File: config.mk
export PLATFORM = sky130hd
export DESIGN_NAME = sac_ram
export DESIGN_NICKNAME = d
export VERILOG_FILES = /design/src/sv/sac_ram.sv
export SDC_FILE = /design/constraint.sdc
export NUM_CORES = 2
export LEC_CHECK = 0
export BUFFER_PORTS_ARGS = -buffer_cell sky130_fd_sc_hd__buf_2
export CORE_UTILIZATION = 55
export CTS_BUF_LIST = sky130_fd_sc_hd__clkbuf_8
export DETAILED_ROUTE_END_ITERATION = 12
export PLACE_DENSITY = 0.71
export SYNTH_ARGS = -nofsm -noshare
export SYNTH_HDL_FRONTEND = slang
export SYNTH_SLANG_ARGS = --single-unit
export TNS_END_PERCENT = 50
File: constraint.sdc
create_clock -name clk -period 2.7 [get_ports clk]
set_input_delay 0.135 -clock clk [delete_from_list [all_inputs] [get_ports clk]]
set_output_delay 0.135 -clock clk [all_outputs]
set_load 0.05 [all_outputs]
File: src/sv/sac_ram.sv
// generic single-port-write, single-port-read ram, registered read data
// no dependencies
`default_nettype none

module sac_ram #(
  parameter int WIDTH      = 8,
  parameter int DEPTH_BITS = 8
) (
  input  wire logic                  clk,
  input  wire logic                  we,
  input  wire logic [DEPTH_BITS-1:0] waddr,
  input  wire logic [WIDTH-1:0]      wdata,
  input  wire logic [DEPTH_BITS-1:0] raddr,
  output logic      [WIDTH-1:0]      rdata
);

  logic [WIDTH-1:0] mem [(1 << DEPTH_BITS)];

  always_ff @(posedge clk) begin
    if (we) begin
      mem[waddr] <= wdata;
    end
  end

  always_ff @(posedge clk) begin
    rdata <= mem[raddr];
  end

endmodule

`default_nettype wire

==> flow_summary.yaml <==
setup_path:
  startpoint_type: "primary input"
  reg2reg_slack_ns: 0.14
  cp.arrival_ns: 3.23
  crit_path_end_kind: "register"
  startpoint: "waddr[4]"
  timing.rr.end: "rdata[1]$_DFF_P_"
  r2r_start: "mem[195][1]$_DFFE_PP_"
  critPathRequiredTime_ns: 3.33
  path_class: "primary input to register"
  worstPathMaxFanout: 8
  reg2reg_depth: 6
floorplan:
  start_util_pct: 55.45
  io_pins: 34
  fp-row-count: 139
  die_w_um: 382.3
  core_area_um2: 143500
  die_h_um: 382.3
  dieArea_um2: 146200
sta:
  slew_headroom_pct: 43.28
  clock-skew-final_ns: 0.09646
  slew_violations: 0
  holdWs_ns: 0.1012
  rsz0062_at_grt: "false"
  fmax_ghz: 0.3837
  final.min_clock_period_ns: 2.606
  worstMarginPinSlew_ns: 0.8476
  setup_viol: 0
  period_share_pct: 96.53
  hold_viol: 0
detailed_routing:
  wl_per_cell_um: 29.42
  antenna_left: 0
  wirelength_mm: 194.3
  drt_iter0_drc: 5497
  drc: 0
  via_count: 41570
  viasPerCell: 6.295
  dr.pass1.iters: 6
hold_path:
  hp-class: "primary input to register"
  min_to: "mem[67][2]$_DFFE_PP_"
  holdCritStartpoint: "wdata[2]"
  worstHoldPathCells: 2
placement:
  dp.cells: 6006
  hpwlAfterDp_mm: 124.0
  port_buffers: 33
  place.gp.congestion: 0.8596
  postPlaceCellArea_um2: 85830
global_route:
  grt_pass1_vias: 41720
  grt_max_degree: 121
  grt_overflow: 0
  antenna_found_initial: 12
  grt_pass1_wl_mm: 283.4
  track_usage_pct: 26.97
yosys:
  netlist.area_leader.share_pct: 77.30
  synth_fp_nets: 3759
  yosys_warnings: 0
  synth_area_leaders: "edfxtp_1 77%, mux4_2 13%, mux2i_1 1.7%, nor2_1 1.3%, a22oi_1 1.3%"
  avgSynthCellArea_um2: 21.31
  syn_inst: 3733
  async_flop_share_pct: 0
  synth_edf_count: 2048
  yosys.area.top_type: "edfxtp_1"
  yosysUniqueCellTypes: 55
  seq_area_frac_synth_pct: 77.50
  synth-seq-cells: 2056
  synth_ff_type: "edfxtp_1"
  synth_area_um2: 79560
finish:
  drive_gt1_share_pct: 31.37
  final_cell_area_um2: 91800
  utilization_pct: 63.98
  fin_nets: 4493
  fillers: 9388
  mostFrequentLayoutCells: "2,048 x edfxtp_1, 512 x buf_4, 454 x mux4_2"
  final_common_cell: "edfxtp_1"
  syn2layout_area_growth_pct: 15.39
  finalNonFillerCells: 6603
clock_network:
  path_clk_slew_ns: 0.06
  clock_sinks: 2056
  cts-htree-levels: 5
  numCtsBuffers: 337
  post_cts_buffers: 0
  cts_tree: "yes"
  cts.path.max_buffers: 4
  clock_latency_ns: 1.04
  clock_tree.root_cell: "clkbuf_8"
flow_run:
  drv_cap: 0
power:
  leakage_uw: 0.02999
  cellPowerDensity_nw_per_um2: 680.6
  ir_drop_v: 0.0006529
outcome:
  status: "completed"
==> timing repair <==
| action | 4_1_cts | 5_1_grt |
|---|---|---|
| hold endpoints to repair | 2914 | 0 |
| hold buffers | 25 | 0 |
| resized for setup | 0 | 1 |
| endpoints found under the setup margin | 0 | 1 |
==> worst max path at each step <==
| stage | endpoint | slack, ns |
|---|---|---|
| final | mem[146][5]$_DFFE_PP_ | 0.09 |
| after detailed placement | rdata[2]$_DFF_P_ | -0.42 |
| after floorplan | rdata[2]$_DFF_P_ | 0.63 |
| after CTS | rdata[1]$_DFF_P_ | 0.17 |
| after global placement | rdata[2]$_DFF_P_ | -0.48 |
| after global routing | mem[146][2]$_DFFE_PP_ | 0.08 |
==> state kept, by name, summed over array words and instances, names as in the netlist <==
name   cells
mem     2048
rdata      8
==> layer usage <==
layer	part of all wire, %	vias to the layer above	GRT usage, %
li1	-	17210	-
met1	39	21600	38.67
met2	47	2406	41.44
met3	11	348	6.021
met4	3.0	6	9.215
met5	0.023	-	0
==> cells in the mapped netlist, types with 16 or more instances <==
| library cell | number |
|---|---|
| clkbuf_1 | 111 |
| a21oi_1 | 96 |
| mux2i_1 | 134 |
| nand2_1 | 33 |
| a211oi_1 | 16 |
| nor3_1 | 22 |
| mux4_2 | 454 |
| buf_4 | 27 |
| nor2b_1 | 31 |
| nor4_1 | 24 |
| buf_2 | 31 |
| edfxtp_1 | 2048 |
| nor2_1 | 282 |
| o221ai_1 | 46 |
| o22ai_1 | 28 |
| buf_6 | 21 |
| a22oi_1 | 133 |
| nand3_1 | 34 |
| buf_1 | 22 |
==> final cells by class <==
class	instances	area, µm²	share of cell area, %
Multi-Input combinational cell	1442	16500	17.98
Antenna cell	11	27.53	0.02998
Clock inverter	219	984.7	1.073
Timing Repair Buffer	628	5532	6.026
Tap cell	1903	2381	2.594
Sequential cell	2056	61660	67.17
Clock buffer	342	4707	5.127
Inverter	2	7.507	0.008178
==> through the flow <==
step	setup TNS [ns]	setup WS [ns]	power (µW)
final	0	0.09370	62480
after global routing	0	0.08050	64380
after CTS	0	0.1652	62840
after detailed placement	-1.857	-0.4217	39460
after global placement	-1.924	-0.4768	39410
after floorplan	0	0.6271	37680
==> logic make-up after synthesis <==
kind of cell / Yosys count / share of synthesized area (%)
AOI/OAI and AO/OA: 385 / 3.419
buffers and inverters: 235 / 1.831
DFF: 2056 / 77.50
and+or+nand+nor: 466 / 2.628
muxes: 591 / 14.62
==> critical path: stages <==
cell           delay [ns]
dlygate4sd3_1        0.61
buf_2                0.20
nor2b_1              0.23
dlygate4sd3_1        0.62
nand3_1              0.15
dlygate4sd3_1        0.68
nor2_1               0.61
==> power breakdown <==
| group | leakage (µW) | internal, µW | total [µW] | switching (µW) |
|---|---|---|---|---|
| sequential | 0.0185 | 35200 | 35300 | 66.5 |
| clock | 0.00329 | 12000 | 23600 | 11700 |
| combinational | 0.00823 | 1390 | 3590 | 2200 |
No activity file was read; power rests on OpenSTA's default activity.
