==> src/sv/sac_pkg.sv <==
// shared types and constants for the set-associative cache simulator
// geometry, config register indexes, set row layout and fsm states
// no dependencies
`default_nettype none

package sac_pkg;

  localparam int MAX_SET_INDEX_BITS = 8;
  localparam int MAX_WAYS           = 8;
  localparam int ADDR_WIDTH         = 64;

  localparam int NUM_SETS  = 1 << MAX_SET_INDEX_BITS;
  localparam int WAY_BITS  = (MAX_WAYS > 1) ? $clog2(MAX_WAYS) : 1;
  localparam int RANK_BITS = WAY_BITS;
  localparam int EFF_W     = $clog2(MAX_WAYS + 1);
  localparam int TAG_W     = ADDR_WIDTH;

  // fixed field widths of the channels and registers
  localparam int ADDR_IN_W    = 64;
  localparam int ACTION_W     = 2;
  localparam int CNT_W        = 32;
  localparam int SET_BITS_W   = 4;
  localparam int BLOCK_BITS_W = 6;
  localparam int WAYS_W       = 4;
  localparam int CFG_IDX_W    = 2;
  localparam int CFG_DATA_W   = 6;
  localparam int TOTAL_W      = 7;

  localparam logic [RANK_BITS-1:0] RANK_MAX = RANK_BITS'(MAX_WAYS - 1);
  localparam logic [CNT_W-1:0]     CNT_SAT  = '1;

  // action codes; the unused code behaves as a load
  localparam logic [ACTION_W-1:0] ACT_LOAD   = 2'd0;
  localparam logic [ACTION_W-1:0] ACT_STORE  = 2'd1;
  localparam logic [ACTION_W-1:0] ACT_MODIFY = 2'd2;

  // config register indexes
  localparam logic [CFG_IDX_W-1:0] CFG_SET_BITS   = 2'd0;
  localparam logic [CFG_IDX_W-1:0] CFG_BLOCK_BITS = 2'd1;
  localparam logic [CFG_IDX_W-1:0] CFG_WAYS_USED  = 2'd2;

  localparam logic [SET_BITS_W-1:0]   SET_BITS_RST   = 4'd4;
  localparam logic [BLOCK_BITS_W-1:0] BLOCK_BITS_RST = 6'd4;
  localparam logic [WAYS_W-1:0]       WAYS_USED_RST  = 4'd1;

  typedef struct packed {
    logic [SET_BITS_W-1:0]   set_bits;
    logic [BLOCK_BITS_W-1:0] block_bits;
    logic [WAYS_W-1:0]       ways_used;
  } cfg_t;

  // one set, stored as a single memory row
  typedef struct packed {
    logic [MAX_WAYS-1:0]                valid;
    logic [MAX_WAYS-1:0][RANK_BITS-1:0] rank;
    logic [MAX_WAYS-1:0][TAG_W-1:0]     tag;
  } row_t;

  localparam int ROW_W = $bits(row_t);

  typedef struct packed {
    logic hit;
    logic miss;
    logic evicted;
  } lru_flags_t;

  typedef enum logic [1:0] {
    S_IDLE,
    S_READ,
    S_UPDATE
  } state_t;

endpackage

`default_nettype wire

==> src/sv/sac_addr_split.sv <==
// splits a byte address into set index and tag under the current config
// depends on sac_pkg
`default_nettype none

module sac_addr_split (
  input  wire logic [sac_pkg::ADDR_IN_W-1:0]          address,
  input  wire sac_pkg::cfg_t                          cfg,
  output logic      [sac_pkg::MAX_SET_INDEX_BITS-1:0] set_idx,
  output logic      [sac_pkg::TAG_W-1:0]              tag
);
  import sac_pkg::*;

  logic [ADDR_WIDTH-1:0]         a;
  logic [SET_BITS_W-1:0]         sb;
  logic [TOTAL_W-1:0]            total;
  logic [ADDR_WIDTH-1:0]         shifted;
  logic [MAX_SET_INDEX_BITS-1:0] set_mask;

  always_comb begin
    a  = address[ADDR_WIDTH-1:0];
    // oversized set_bits saturate
    sb = (cfg.set_bits > SET_BITS_W'(MAX_SET_INDEX_BITS))
         ? SET_BITS_W'(MAX_SET_INDEX_BITS) : cfg.set_bits;
    total    = TOTAL_W'(cfg.block_bits) + TOTAL_W'(sb);
    shifted  = a >> cfg.block_bits;
    set_mask = ~({MAX_SET_INDEX_BITS{1'b1}} << sb);
    set_idx  = shifted[MAX_SET_INDEX_BITS-1:0] & set_mask;
    tag      = (total >= TOTAL_W'(ADDR_WIDTH)) ? '0 : TAG_W'(a >> total);
  end

endmodule

`default_nettype wire

==> config.mk <==
export PLATFORM = sky130hd
export DESIGN_NAME = sac_addr_split
export DESIGN_NICKNAME = d
export VERILOG_FILES = /design/src/sv/sac_pkg.sv /design/src/sv/sac_addr_split.sv
export SDC_FILE = /design/constraint.sdc
export NUM_CORES = 1
export LEC_CHECK = 0
export BUFFER_PORTS_ARGS = -buffer_cell sky130_fd_sc_hd__buf_2
export CAP_MARGIN = 20
export CORE_MARGIN = 4
export CORE_UTILIZATION = 45
export DETAILED_ROUTE_END_ITERATION = 16
export PLACE_DENSITY = 0.68
export SLEW_MARGIN = 5
export SYNTH_ARGS = -nofsm -noshare
export SYNTH_HDL_FRONTEND = slang
export SYNTH_SLANG_ARGS = --single-unit
export TNS_END_PERCENT = 5
==> constraint.sdc <==
create_clock -name vclk -period 4.5
set_clock_uncertainty 0.15 [all_clocks]
set_input_delay 0 -clock vclk [all_inputs]
set_output_delay 0 -clock vclk [all_outputs]
set_load 0.05 [all_outputs]
==> results of run 1 <==
synth_stat cells (11+ instances only):
library cell,n
o22ai_1,13
nand3_1,21
nand2b_1,12
o221ai_1,11
mux2_2,38
nand2_1,127
buf_2,19
a211oi_1,12
mux2i_1,122
clkbuf_1,47
mux4_2,93
a22oi_1,13
o21ai_0,31
a21oi_1,50
and3_1,11
nor2_1,101
logic make-up (layout without fill, tap and decap cells):
group                      count (synthesis)  in the layout
AOI/OAI and AO/OA                        215            215
buffers and inverters                     95            197
adders and majority gates                  5              5
and+or+nand+nor                          294            294
muxes                                    255            255
xor gates and xnor gates                   8              8
routing by layer:
layer	vias up	global-route usage, %	part of all wire (%)
met5	-	0	0
met4	0	4.47	2.3
met3	64	4.65	12
met2	609	47.1	46
met1	4027	44.7	41
li1	3634	-	-
where the power goes:
group	leakage (nW)	switching, mW	total [mW]	internal [mW]
Combinational	3.49	1.64	2.48	0.842
Clock	0	0	0	0
Sequential	0	0	0	0
Total	3.49	1.64	2.48	0.842
placed cells by master, fill, tap and decap left out, drive strengths merged, types with 5 or more instances in the layout:
| cell type | synthesis | final |
|---|---|---|
| a31oi | 9 | 9 |
| a22oi | 14 | 14 |
| buf | 38 | 187 |
| a21oi | 50 | 50 |
| a211oi | 13 | 13 |
| a32oi | 7 | 7 |
| nand2 | 127 | 127 |
| a21o | 7 | 7 |
| nor2b | 7 | 7 |
| o221ai | 12 | 12 |
| o22ai | 13 | 13 |
| nor2 | 101 | 101 |
| mux2 | 38 | 38 |
| nand3 | 21 | 21 |
| and2 | 6 | 6 |
| nand2b | 12 | 12 |
| xnor2 | 5 | 5 |
| o21ai | 34 | 34 |
| mux4 | 95 | 95 |
| o211ai | 12 | 12 |
| and3 | 11 | 11 |
| inv | 7 | 7 |
| a221oi | 9 | 9 |
| mux2i | 122 | 122 |
worst max-delay path: stages:
cell and delay, ps:
buf_2 150, nor2b_2 360, ha_1 270, inv_1 70, fa_4 1030, clkinv_1 280
buf_4 260, nand3_1 80, mux2i_1 80, a211oi_2 550, mux2i_1 190, a221o_1 350
buf_2 210
metrics by stage:
| stage | utilization (%) | std cells |
|---|---|---|
| after detailed placement | 52.8 | 1185 |
| after CTS | 52.8 | 1185 |
| final | 52.8 | 1185 |
| after floorplan | - | 872 |
| after global routing | 52.8 | 1185 |
| after global placement | 52.8 | 1185 |
path summary, 6_finish.rpt:
path                start          to  cells after the start
setup / recovery  cfg[13]      tag[4]                     13
hold / removal    cfg[10]  set_idx[0]                      4
cell type report:
cell class | count | area, µm² | area share, %
Tap cell | 211 | 264 | 3.24
Inverter | 10 | 37.5 | 0.461
Timing Repair Buffer | 187 | 1090 | 13.4
Multi-Input combinational cell | 777 | 6750 | 82.9
==> results.ini, run 1 <==
[global_route]
grt_pass1_vias=7404
grt_start_max_net_pins=65
grt_antenna_before_repair=0
grt_pass1_wl_mm=43.7
gr-total-overflow=0
track_usage_pct=30.0

[route]
wl_per_cell_um=24.2
detail-route-antenna-nets=0
drt-vias-per-instance=7.03
drtIter0Drc=1130
routed_wl_mm=28.6
first_pass_iters=7
vias=8334
drc=0

[sta]
whs_ps=306
maxSlewViolCount=0
rsz0062_at_grt=false
period_minus_slack_ps=4040
finalHoldViolCount=0
worst_pin_slew_ps=946
final.setup.worst_slack_ps=460
relSlewSlack_pct=36.9
timing.fmax_mhz=248
finalSetupViolCount=0
setup_tns_ps=0
period_share_pct=89.8

[critical_path]
start_kind=input pin
worst_setup_path_end_kind=output port
arrival_ps=3890
cp.required_ps=4350
crit_type=in2out
path_max_fanout=19

[placed_design]
pre_cts_slack_ps=524
place_area_mm2=0.00815
port_buffers=146
gp_congestion=0.992
hpwl_mm=22.5

[finish]
synthToLayoutAreaGrowth_pct=13.6
seq_cells=0
layout.nets=1059
stdcell_area_mm2=0.00815
nClkBuffers=0
fillCellCount=1553
register_area_um2=0
antenna_cells=0
layout-drive-gt1-share_pct=34.2

[die]
fp.dieW_um=134
ios=150
num_rows=45
coreArea_mm2=0.0154
start_util_pct=46.5
die-area_mm2=0.0180
die_h_um=134

[synthesis]
syn_area_per_cell_um2=8.22
syn-num-nets=955
post_synth_num_cell_types=66
synthSimpleGateAreaFrac_pct=17.3
ys_seq_area_share_pct=0
synth_top_area_share_pct=29.2
synth_fa_ha_area_share_pct=0.977
synth_top_family_by_area=multiplexers
syn_area_mm2=0.00717
synth_compound_area_share_pct=20.8
muxShareOfSynthArea_pct=53.0
synth_area_leaders=mux4_2 29%, mux2i_1 17%, nand2_1 6.7%, mux2_2 6.0%, nor2_1 5.3%
synth_xor_area_share_pct=1.24
ys_warn_count=0
synthCells=872
yosysTopAreaCell=mux4_2

[pwr]
p_total_mw=2.48
p_leak_nw=3.49
pwr_density_cell_mw_per_mm2=305
ir_worst_vdd_mv=0.296

[clock_network]
cts_setup_buffers=0
cts_hold_buf=0
post_cts_resized=0

[run]
cap_violations=0

[status]
status=complete, no violations

[worst_hold_path]
holdCritPathClass=in2out

No activity file was read; power rests on OpenSTA's default activity.
==> inputs of run 2 (changes only) <==
Settings changed: PLACE_DENSITY 0.68 to 0.79.
Clock period 4.5 ns to 4 ns, I/O delays scaled along.
==> run 2 against run 1 <==
- non-clock buffer count rose by 9
- cell area rose by 1.3%
- die area did not move
- combinational power rose by 15%
- wire length fell by 1.2%
- sequential share of layout area did not move
- first-iteration DRC count rose by 17%
==> results.ini, run 2 (synthesis results as in run 1) <==
[status]
status=complete, no violations

[die]
ios=150
start_util_pct=46.5
fp.dieW_um=134
num_rows=45
coreArea_mm2=0.0154
die-area_mm2=0.0180
die_h_um=134

[critical_path]
crit_chain=buf_2, nor2b_2, ha_1, inv_1, fa_4, clkinv_1, buf_4, a22oi_1, nand2b_1, a31oi_1, a221o_1, buf_2
cp-endpoint=tag[9]
cp.required_ps=3850
cp.depth=12
critPathLaunch=cfg[13]
crit_path_max_incr_delay_ps=850
crit_top_cell=buf_2
cp_top_family=adder cells
crit_type=in2out
worst_setup_path_end_kind=output port
start_kind=input pin
arrival_ps=3640
crit_buf_inv=5
critPathSlowestCell=fa_4
path_max_fanout=10

[route]
drtIter0Drc=1324
vias=8396
drt-vias-per-instance=7.03
drc=0
wl_per_cell_um=23.7
first_pass_iters=6
detail-route-antenna-nets=0
routed_wl_mm=28.3

[placed_design]
dp_cells=1193
hpwl_mm=22.3
gp_congestion=1.03
port_buffers=146

[pwr]
switching_power_mw=1.87
p_seq_share_pct=0
ir_worst_vdd_mv=0.357
pwr_density_cell_mw_per_mm2=345
combPwrFrac_pct=100.0
p_leak_nw=3.54
p_int_mw=0.972
clockPowerShare_pct=0
p_sw_share_pct=65.8

[finish]
final_common_cell=buf_2
synthToLayoutAreaGrowth_pct=15.1
nClkBuffers=0
register_area_um2=0
seq_cells=0
layout-drive-gt1-share_pct=34.9
layout.nets=1068
antenna_cells=0
instances_no_fill=1194
layout_common_cells=145 x buf_2, 127 x nand2_1, 122 x mux2i_1

[global_route]
gr-total-overflow=0
grt_start_max_net_pins=78
grt_pass1_vias=7526
grt_pass1_wl_mm=43.0
grt_antenna_before_repair=0
track_usage_pct=29.5

[sta]
finalSetupViolCount=0
period_share_pct=94.7
finalHoldViolCount=0
maxSlewViolCount=0
rsz0062_at_grt=false
setup_tns_ps=0
worst_pin_slew_ps=1020
period_minus_slack_ps=3790
timing.fmax_mhz=264
relSlewSlack_pct=31.8

[clock_network]
post_cts_resized=0
cts_hold_buf=0
cts_setup_buffers=0

[worst_hold_path]
min_from=cfg[10]
holdCritPathClass=in2out

[run]
cap_violations=0

run 2: changes by cell type in the layout (fill, tap and decap cells not counted), sizes merged:
| cell | previous run | this run |
|---|---|---|
| buf | 187 | 196 |
run 2: per-layer routing:
metal	track usage [%]	routed length [µm]	up-vias
li1	-	-	3659
met4	5.66	668	0
met2	47.0	12800	681
met1	42.6	11200	3993
met5	0	0	-
met3	4.76	3580	63
run 2: through the flow:
step           hold slack, ps  utilization [%]  power [mW]  worst slack, ps  cell area [µm²]
2_1_floorplan             145                -        2.01             -351             7180
3_3_place_gp              306             53.3        2.77              319             8230
3_5_place_dp              302             53.3        2.77              306             8230
4_1_cts                   302             53.3        2.78              280             8230
5_1_grt                   337             53.5        2.97             68.4             8250
6_report                  303             53.5        2.84              213             8250
run 2: worst min path at each step:
stage / slack (ps) / cells past startpoint / endpoint
2_1_floorplan: 150 / 1 / set_idx[7]
3_5_place_dp: 300 / 4 / set_idx[0]
6_report: 300 / 4 / set_idx[0]
3_3_place_gp: 310 / 4 / set_idx[0]
5_1_grt: 340 / 4 / set_idx[0]
4_1_cts: 300 / 4 / set_idx[0]
run 2: area by class of cell:
type               instances  area [µm²]
fillers                 1479        7170
inverters                 10        37.5
multi-input cells        777        6760
well taps                211         264
repair buffers           196        1190
run 2: power groups by stage:
stage | Clock [mW] | Combinational (mW) | Sequential, mW
floorplan | 0 | 2.01 | 0
global placement | 0 | 2.77 | 0
detailed placement | 0 | 2.77 | 0
CTS | 0 | 2.78 | 0
global route | 0 | 2.97 | 0
finish | 0 | 2.84 | 0
==> inputs of run 3 (changes only) <==
Clock period 4 ns to 3.55 ns, I/O delays scaled along.
==> run 3 against run 2 <==
- sequential share of layout area is the same
- first-iteration DRC count shrank 4.5%
- hold slack gained 8.4 ps
- via count grew 2.0%
- largest power group unchanged
- largest cell class unchanged
- combinational power grew 17%
- setup slack lost 54 ps
- cell count grew 2.3%
- die area is the same
==> results.ini, run 3 (synthesis results as in run 1) <==
[finish]
final_common_cell=buf_2
synthToLayoutAreaGrowth_pct=19.1
layout.nets=1096
layout-drive-gt1-share_pct=37.7
nClkBuffers=0
seq_cells=0
postLayoutCoreUtil_pct=55.3
register_area_um2=0
layout_common_cells=144 x buf_2, 126 x nand2_1, 122 x mux2i_1
antenna_cells=0

[sta]
relSlewSlack_pct=49.1
period_minus_slack_ps=3390
period_share_pct=95.5
maxSlewViolCount=0
whs_ps=311
rsz0062_at_grt=false
finalSetupViolCount=0
timing.fmax_mhz=295
finalHoldViolCount=0
worst_pin_slew_ps=760

[die]
fp.dieW_um=134
die_h_um=134
die-area_mm2=0.0180
ios=150
coreArea_mm2=0.0154
num_rows=45
start_util_pct=46.5

[placed_design]
gp_congestion=1.06
port_buffers=146
hpwl_mm=23.4

[pwr]
ir_worst_vdd_mv=0.437
p_total_mw=3.33
p_leak_nw=3.70
pwr_density_cell_mw_per_mm2=391

[global_route]
track_usage_pct=31.0
gr-total-overflow=0
grt_start_max_net_pins=55
grt_pass1_wl_mm=44.9
grt_pass1_vias=7642
grt_antenna_before_repair=0

[route]
drtIter0Drc=1265
drt-vias-per-instance=7.01
first_pass_iters=6
routed_wl_mm=29.9
vias=8562
drc=0
detail-route-antenna-nets=0
wl_per_cell_um=24.5

[status]
status=complete, no violations

[critical_path]
path_max_fanout=8
arrival_ps=3240
critPathSlowestCell=mux2i_1
crit_chain=buf_2, buf_4, inv_1, nand2_1, inv_1, ha_1, a21o_1, a31oi_1, nor2b_1, mux2i_1, nand2_1, a211o_1, o211ai_1, buf_2
cp.required_ps=3400
crit_type=in2out
worst_setup_path_end_kind=output port
start_kind=input pin
crit_path_max_incr_delay_ps=640

[run]
cap_violations=0

[clock_network]
cts_hold_buf=0

[worst_hold_path]
holdCritPathClass=in2out

run 3: changes by cell type in the layout (fill, tap and decap cells not counted), moves of 2 or more:
cell / previous run / this run
a221oi_1: 7 / 4
buf_4: 45 / 73
o21ai_1: 3 / 5
a221oi_2: 2 / 5
o21ai_0: 31 / 29
buf_12: 5 / 3
run 3: layer usage:
metal  wire, µm  GRT usage, %  up-vias
met4        708          5.32        0
met5          0             0        -
met1      12100          45.4     4107
met3       3510          5.06       71
met2      13600          49.0      682
li1           -             -     3702
run 3: worst paths after layout:
path    endpoint  slack (ps)  cells past startpoint     from
min   set_idx[0]         310                      4  cfg[10]
max      tag[11]         160                     14  cfg[13]
run 3: layout make-up:
cell class | instances | area, µm²
fillers | 1517 | 6890
multi-input cells | 777 | 6830
repair buffers | 224 | 1400
well taps | 211 | 264
inverters | 10 | 42.5
run 3: critical path: cells and delay by family:
| kind | cells | cell delay (ps) |
|---|---|---|
| multiplexers | 1 | 640 |
| AND/OR/NAND/NOR | 3 | 890 |
| adder cells (fa/ha/maj) | 1 | 300 |
| AO/OA/AOI/OAI | 4 | 700 |
| buffers and inverters | 5 | 700 |
run 3: power breakdown:
| part | switching [mW] | internal (mW) |
|---|---|---|
| combinational | 2.15 | 1.19 |
| clock | 0 | 0 |
| sequential | 0 | 0 |
run 3: what timing repair did:
action | CTS | global route
endpoints found under the setup margin | 0 | 25
buffers inserted | 0 | 1
gates resized for setup | 0 | 7
run 3: metrics by stage:
stage / setup TNS, ps / instances / area, µm² / setup WS (ps)
finish: 0 / 1222 / 8530 / 159
global route: 0 / 1222 / 8530 / 29.7
CTS: 0 / 1220 / 8460 / 3.38
detailed placement: 0 / 1220 / 8460 / 25.9
global placement: 0 / 1220 / 8460 / 145
floorplan: -76.2 / 872 / 7300 / -21.6
